`src/rtl/spq_pkg.sv`:
```
package spq_pkg;

   localparam int DEPTH         = 16;
   localparam int PRIORITY_BITS = 8;
   localparam int TAG_BITS      = 16;
   localparam int COUNT_BITS    = $clog2(DEPTH + 1);

   localparam logic OP_INSERT = 1'b0;
   localparam logic OP_REMOVE = 1'b1;

   typedef enum logic [1:0] {
      ST_INSERTED = 2'd0,
      ST_REMOVED  = 2'd1,
      ST_EMPTY    = 2'd2,
      ST_FULL     = 2'd3
   } status_type;

   typedef struct packed {
      logic [PRIORITY_BITS-1:0] prio;
      logic [TAG_BITS-1:0]      tag;
   } entry_type;

   typedef struct packed {
      logic      insert;
      logic      remove;
      entry_type new_entry;
   } cell_ctrl_type;

endpackage

```
`src/rtl/spq_cell.sv`:
```
module spq_cell
   import spq_pkg::*;
(
   input  logic          clock,
   input  cell_ctrl_type ctrl,
   input  logic          valid,
   input  logic          left_ge,
   input  entry_type     left_entry,
   input  entry_type     right_entry,
   output entry_type     entry,
   output logic          own_ge
);

   entry_type entry_ff;
   entry_type entry_in;

   assign own_ge = valid && (entry_ff.prio >= ctrl.new_entry.prio);
   assign entry  = entry_ff;

   always_comb begin
      entry_in = entry_ff;
      if (ctrl.insert) begin
         if (own_ge) begin
            entry_in = entry_ff;
         end else if (left_ge) begin
            entry_in = ctrl.new_entry;
         end else begin
            entry_in = left_entry;
         end
      end else if (ctrl.remove) begin
         entry_in = right_entry;
      end
   end

   always_ff @(posedge clock) begin
      entry_ff <= entry_in;
   end

endmodule

```
`src/rtl/stable_priority_queue_unit.sv`:
```
// channel   ports                                         beat taken when
// request   start, busy, req_operation/priority_req/tag   start && !busy
// response  rsp_valid, rsp_status/out_tag/out_priority/   rsp_valid high
//           rsp_occupancy
//
// one request per cycle; busy stays low
// the response appears in the cycle after its request, for one cycle
// sync reset empties the queue; cell contents are not cleared
// no stall on the response side
module stable_priority_queue_unit
   import spq_pkg::*;
(
   input  logic                     clock,
   input  logic                     reset,
   input  logic                     start,
   output logic                     busy,
   input  logic                     req_operation,
   input  logic [PRIORITY_BITS-1:0] req_priority_req,
   input  logic [TAG_BITS-1:0]      req_tag,
   output logic                     rsp_valid,
   output logic [1:0]               rsp_status,
   output logic [TAG_BITS-1:0]      rsp_out_tag,
   output logic [PRIORITY_BITS-1:0] rsp_out_priority,
   output logic [COUNT_BITS-1:0]    rsp_occupancy
);

   logic                     accept;
   logic                     is_full;
   logic                     is_empty;
   cell_ctrl_type            ctrl;
   logic [COUNT_BITS-1:0]    count_ff;
   logic [COUNT_BITS-1:0]    count_in;
   logic                     rsp_valid_ff;
   status_type               status_ff;
   status_type               status_in;
   logic [TAG_BITS-1:0]      tag_ff;
   logic [TAG_BITS-1:0]      tag_in;
   logic [PRIORITY_BITS-1:0] prio_ff;
   logic [PRIORITY_BITS-1:0] prio_in;

   entry_type cell_entry [DEPTH];
   logic      cell_ge    [DEPTH];
   logic      cell_valid [DEPTH];

   assign busy     = 1'b0;
   assign accept   = start && !busy;
   assign is_full  = (count_ff == COUNT_BITS'(DEPTH));
   assign is_empty = (count_ff == '0);

   assign ctrl.insert         = accept && (req_operation == OP_INSERT) && !is_full;
   assign ctrl.remove         = accept && (req_operation == OP_REMOVE) && !is_empty;
   assign ctrl.new_entry.prio = req_priority_req;
   assign ctrl.new_entry.tag  = req_tag;

   genvar g;
   generate
      for (g = 0; g < DEPTH; g++) begin : g_cell
         entry_type left_entry;
         entry_type right_entry;
         logic      left_ge;

         assign cell_valid[g] = (COUNT_BITS'(g) < count_ff);

         if (g == 0) begin : g_first
            assign left_entry = ctrl.new_entry;
            assign left_ge    = 1'b1;
         end else begin : g_mid
            assign left_entry = cell_entry[g-1];
            assign left_ge    = cell_ge[g-1];
         end

         if (g == DEPTH - 1) begin : g_last
            assign right_entry = cell_entry[g];
         end else begin : g_inner
            assign right_entry = cell_entry[g+1];
         end

         spq_cell u_cell (
            .clock       (clock),
            .ctrl        (ctrl),
            .valid       (cell_valid[g]),
            .left_ge     (left_ge),
            .left_entry  (left_entry),
            .right_entry (right_entry),
            .entry       (cell_entry[g]),
            .own_ge      (cell_ge[g])
         );
      end
   endgenerate

   always_comb begin
      count_in  = count_ff;
      status_in = ST_INSERTED;
      tag_in    = '0;
      prio_in   = '0;
      if (req_operation == OP_INSERT) begin
         if (is_full) begin
            status_in = ST_FULL;
         end else begin
            status_in = ST_INSERTED;
            count_in  = count_ff + COUNT_BITS'(1);
         end
      end else begin
         if (is_empty) begin
            status_in = ST_EMPTY;
         end else begin
            status_in = ST_REMOVED;
            tag_in    = cell_entry[0].tag;
            prio_in   = cell_entry[0].prio;
            count_in  = count_ff - COUNT_BITS'(1);
         end
      end
   end

   always_ff @(posedge clock) begin
      if (reset) begin
         count_ff     <= '0;
         rsp_valid_ff <= 1'b0;
      end else begin
         rsp_valid_ff <= accept;
         if (accept) begin
            count_ff <= count_in;
         end
      end
   end

   always_ff @(posedge clock) begin
      if (accept) begin
         status_ff <= status_in;
         tag_ff    <= tag_in;
         prio_ff   <= prio_in;
      end
   end

   assign rsp_valid        = rsp_valid_ff;
   assign rsp_status       = status_ff;
   assign rsp_out_tag      = tag_ff;
   assign rsp_out_priority = prio_ff;
   assign rsp_occupancy    = count_ff;

`ifndef SYNTHESIS
   a_count_bound: assert property (@(posedge clock) disable iff (reset)
      count_ff <= COUNT_BITS'(DEPTH))
      else $error("count above depth");

   a_front_sorted: assert property (@(posedge clock) disable iff (reset)
      (count_ff >= COUNT_BITS'(2)) |-> (cell_entry[0].prio >= cell_entry[1].prio))
      else $error("front entries out of order");

   a_remove_count: assert property (@(posedge clock) disable iff (reset)
      (accept && req_operation == OP_REMOVE && !is_empty) |=>
         (rsp_status == ST_REMOVED && rsp_occupancy == $past(count_ff) - COUNT_BITS'(1)))
      else $error("remove result mismatch");

   a_full_hold: assert property (@(posedge clock) disable iff (reset)
      (accept && req_operation == OP_INSERT && is_full) |=>
         (rsp_status == ST_FULL && count_ff == COUNT_BITS'(DEPTH)))
      else $error("insert on full changed state");
`endif

endmodule
```
`config.mk`:
```
export PLATFORM = sky130hd
export DESIGN_NAME = stable_priority_queue_unit
export DESIGN_NICKNAME = d
export VERILOG_FILES = /design/src/rtl/spq_pkg.sv /design/src/rtl/spq_cell.sv /design/src/rtl/stable_priority_queue_unit.sv
export SDC_FILE = /design/constraint.sdc
export NUM_CORES = 1
export LEC_CHECK = 0
export ABC_AREA = 0
export BUFFER_PORTS_ARGS = -buffer_cell sky130_fd_sc_hd__buf_2
export CAP_MARGIN = 20
export CORE_ASPECT_RATIO = 0.9
export CORE_MARGIN = 10
export CORE_UTILIZATION = 45
export CTS_CLUSTER_DIAMETER = 80
export DETAILED_ROUTE_END_ITERATION = 8
export GPL_ROUTABILITY_DRIVEN = 0
export GPL_TIMING_DRIVEN = 0
export PLACE_DENSITY_LB_ADDON = 0.15
export SLEW_MARGIN = 15
export SYNTH_ARGS = -nofsm -noshare
export SYNTH_HDL_FRONTEND = slang
export SYNTH_SLANG_ARGS = --single-unit
```
`constraint.sdc`:
```
create_clock -name clock -period 5.9 [get_ports clock]
set_input_delay 1.18 -clock clock [delete_from_list [all_inputs] [get_ports clock]]
set_output_delay 1.18 -clock clock [all_outputs]
set_load 0.005 [all_outputs]
```
==> key figures <==
Global routing
  • Overflow left after global routing: 0
  • Met3 global-route usage: 3.302%
  • Vias in the first global route: 18,680
  • Met1 Use GR: 31.72%
  • First-pass GRT wire length: 113.8 mm
  • Antenna violations before repair: 1
  • GRT Total Usage: 23.31%
  • GR peak layer: met2
  • Pin count of the biggest net entering global routing: 29
  • Grt met2 use: 37.27%

Layout
  • Fillers: 4,738
  • Finished Core Util: 51.12%
  • Layout cells sized above 1: 13.71%
  • Total Nets Final: 2,389
  • Area Growth Syn to Fin: 11.69%
  • Most frequent cells in the layout: edfxtp_1, a221o_1, nand2_1
  • Most common cell after layout, fill and taps aside: edfxtp_1

Clock tree
  • TritonCTS buffer count: 47
  • Clk_lat worst skew: 590 ps
  • Clk sinks: 416
  • CTS Buffer Depth: 3
  • CTS Root Cell: clkbuf_16
  • Hold buffers post-CTS: 0
  • # H-tree levels: 2
  • # resized after CTS: 0
  • Worst-path clk slew: 60 ps
  • CTS tree: built
  • Post-CTS Setup Inserts: 0

STA
  • Least-Margin Pin Slew: 1125 ps
  • RSZ-0062 raised after global routing: false
  • Min Tclk post-route: 4394 ps
  • Hold Fails Final Rpt: 0
  • Fin crit share: 74.47%
  • Worst hold slack: 546.6 ps
  • Final setup fails: 0
  • Slew Limit Fails: 0
  • FMAX: 227.6 MHz
  • Worst slew margin: 25.03%
  • Clock skew: 17.11 ps

Route
  • Final antenna-violating net count: 0
  • Residual DRC: 0
  • TritonRoute pass-1 iters: 6
  • Via density: 6.370
  • Drt first-iter violations: 2,211
  • Wire per inst: 25.65 microns
  • Vias: 18,790
  • Detailed Route WL: 75.67 mm

Synth
  • Number of synthesized register bits: 416
  • Avg Inst Size Synth: 11.28 sq um
  • Post-synth EDFFs: 410
  • Mapped Nets: 2,269
  • Synth unique cells: 55
  • Synth Warn #: 0
  • Most used DFF post-synth: edfxtp_1
  • Synth async-reset ratio: 0%
  • Post-Syn Area: 23,800 sq um
  • Cells after Synth: 2,109
  • Post-synthesis sequential area ratio: 52.24%

Hold path
  • Hold Path Stages: 1
  • Hold Crit Start: g_cell[0].u_cell.entry[0]
  • Min-delay worst type: reg -> reg

Worst setup path
  • Setup crit start kind: primary input
  • Arrival time worst endpoint: 4600 ps
  • Crit Path Max Fanout: 24
  • CP endpoint kind: flip-flop
  • Crit Reg-Reg Startpoint: rsp_occupancy[0]
  • Crit. Startpoint: req_priority_req[2]
  • Req. time, crit path: 6110 ps
  • Crit path kind: in -> reg
  • Reg2Reg Depth: 8

Floorplan
  • Initial Utilization: 45.77%
  • Die Span Y: 238.2 microns
  • Die area: 62,490 sq um
  • Core footprint: 51,990 sq um
  • # IOs: 61
  • Die X: 262.4 microns
  • FP Rows: 79

Outcome
  • Status: complete, no violations

Power and ir drop
  • PwrDens: 345.2 nW/um^2
  • Lkg Pwr: 0.01028 uW
  • Peak VDD IR: 0.2167 mV

Placed design
  • # port buffers: 59
  • Detailed placer's ending HPWL: 59.86 mm

Job
  • Total of max-cap violations: 0
[logic make-up (layout without fill, tap and decap cells)]
logic type      after synthesis  in the layout  synth area share, %
compound gates              795            795                25.29
xor+xnor                      6              6               0.2208
fa+ha+maj                   132            132                6.940
buf+inv                     261            413                5.279
flops                       416            416                52.24
mux                          26             26                1.225
other cells                   1              2              0.01576
simple gates                472            472                8.786
[worst max-delay path, cell delays in order]
cell and delay, ps:
buf_2 100, inv_1 730, ha_1 390, a211o_1 260
a31oi_1 170, o21ai_1 250, and2_1 240, buf_2 150
clkbuf_1 310, o21ai_4 760
[final cells by class]
type                            count  area (sq um)  area share (%)
Sequential cell                   416         12430           46.78
Multi-Input combinational cell   1432         10200           38.38
Clock buffer                       63          1257           4.731
Buffer                            232          1147           4.317
Tap cell                          688         860.8           3.239
Timing Repair Buffer               71         447.9           1.685
Clock inverter                     18         121.4          0.4566
Inverter                           29         108.9          0.4096
Antenna cell                        1         2.502        0.009415
[layer usage]
layer  vias up  share of wire, %
met1      9082                44
met5         -                 0
met3       151               7.5
met2       974                45
li1       8584                 -
met4         0               3.2
[final timing paths]
| check | slack (ps) | end |
|---|---|---|
| max | 1510 | g_cell[11].u_cell.entry[3] |
| min | 550 | rsp_out_tag[0] |
| max reg2reg | 2060 | g_cell[12].u_cell.entry[16] |
| min reg2reg | 550 | rsp_out_tag[0] |
[synthesized netlist by cell type (6+ instances only)]
library cell,count,area share (%)
a21o_1,45,1.4
buf_4,42,1.3
a211o_1,13,0.48
o311ai_1,10,0.37
o21ai_0,18,0.38
a21oi_1,309,6.5
and3_1,24,0.63
xnor2_1,6,0.22
and2_1,64,1.7
a221oi_1,13,0.48
a221o_1,323,14
ha_1,132,6.9
buf_1,9,0.14
nand3_1,15,0.32
o21ai_1,15,0.32
dfxtp_1,6,0.50
mux2_2,25,1.2
nor2_1,19,0.30
inv_1,28,0.44
o2111ai_1,13,0.48
clkbuf_1,91,1.4
nand2_1,321,5.1
nand2b_1,17,0.45
buf_2,89,1.9
edfxtp_1,410,52
a31oi_1,14,0.37
[sequential cells by signal (all words and copies together) (netlist names)]
signal               count
rsp_out_tag             16
rsp_occupancy            5
rsp_out_priority         8
rsp_status               2
rsp_valid                1
g_cell.u_cell.entry    384
[where the power goes]
group          internal [uW]  switching [uW]  total (uW)
clock network           1530            1200        2730
logic                    823            1370        2190
registers               3920             331        4250
total                   6270            2900        9180
[through the flow]
stage	power (uW)	setup WS, ps	cell area [sq um]	cells	setup TNS, ps
after floorplan	5674	801.5	23800	2109	0
after global placement	6343	-1246	24950	2856	-257980
after global routing	9569	1346	26580	2949	0
after CTS	9169	1500	26560	2948	0
final	9176	1506	26580	2950	0
after detailed placement	6455	893.6	25190	2867	0
Power figures use the tool's default switching activity.
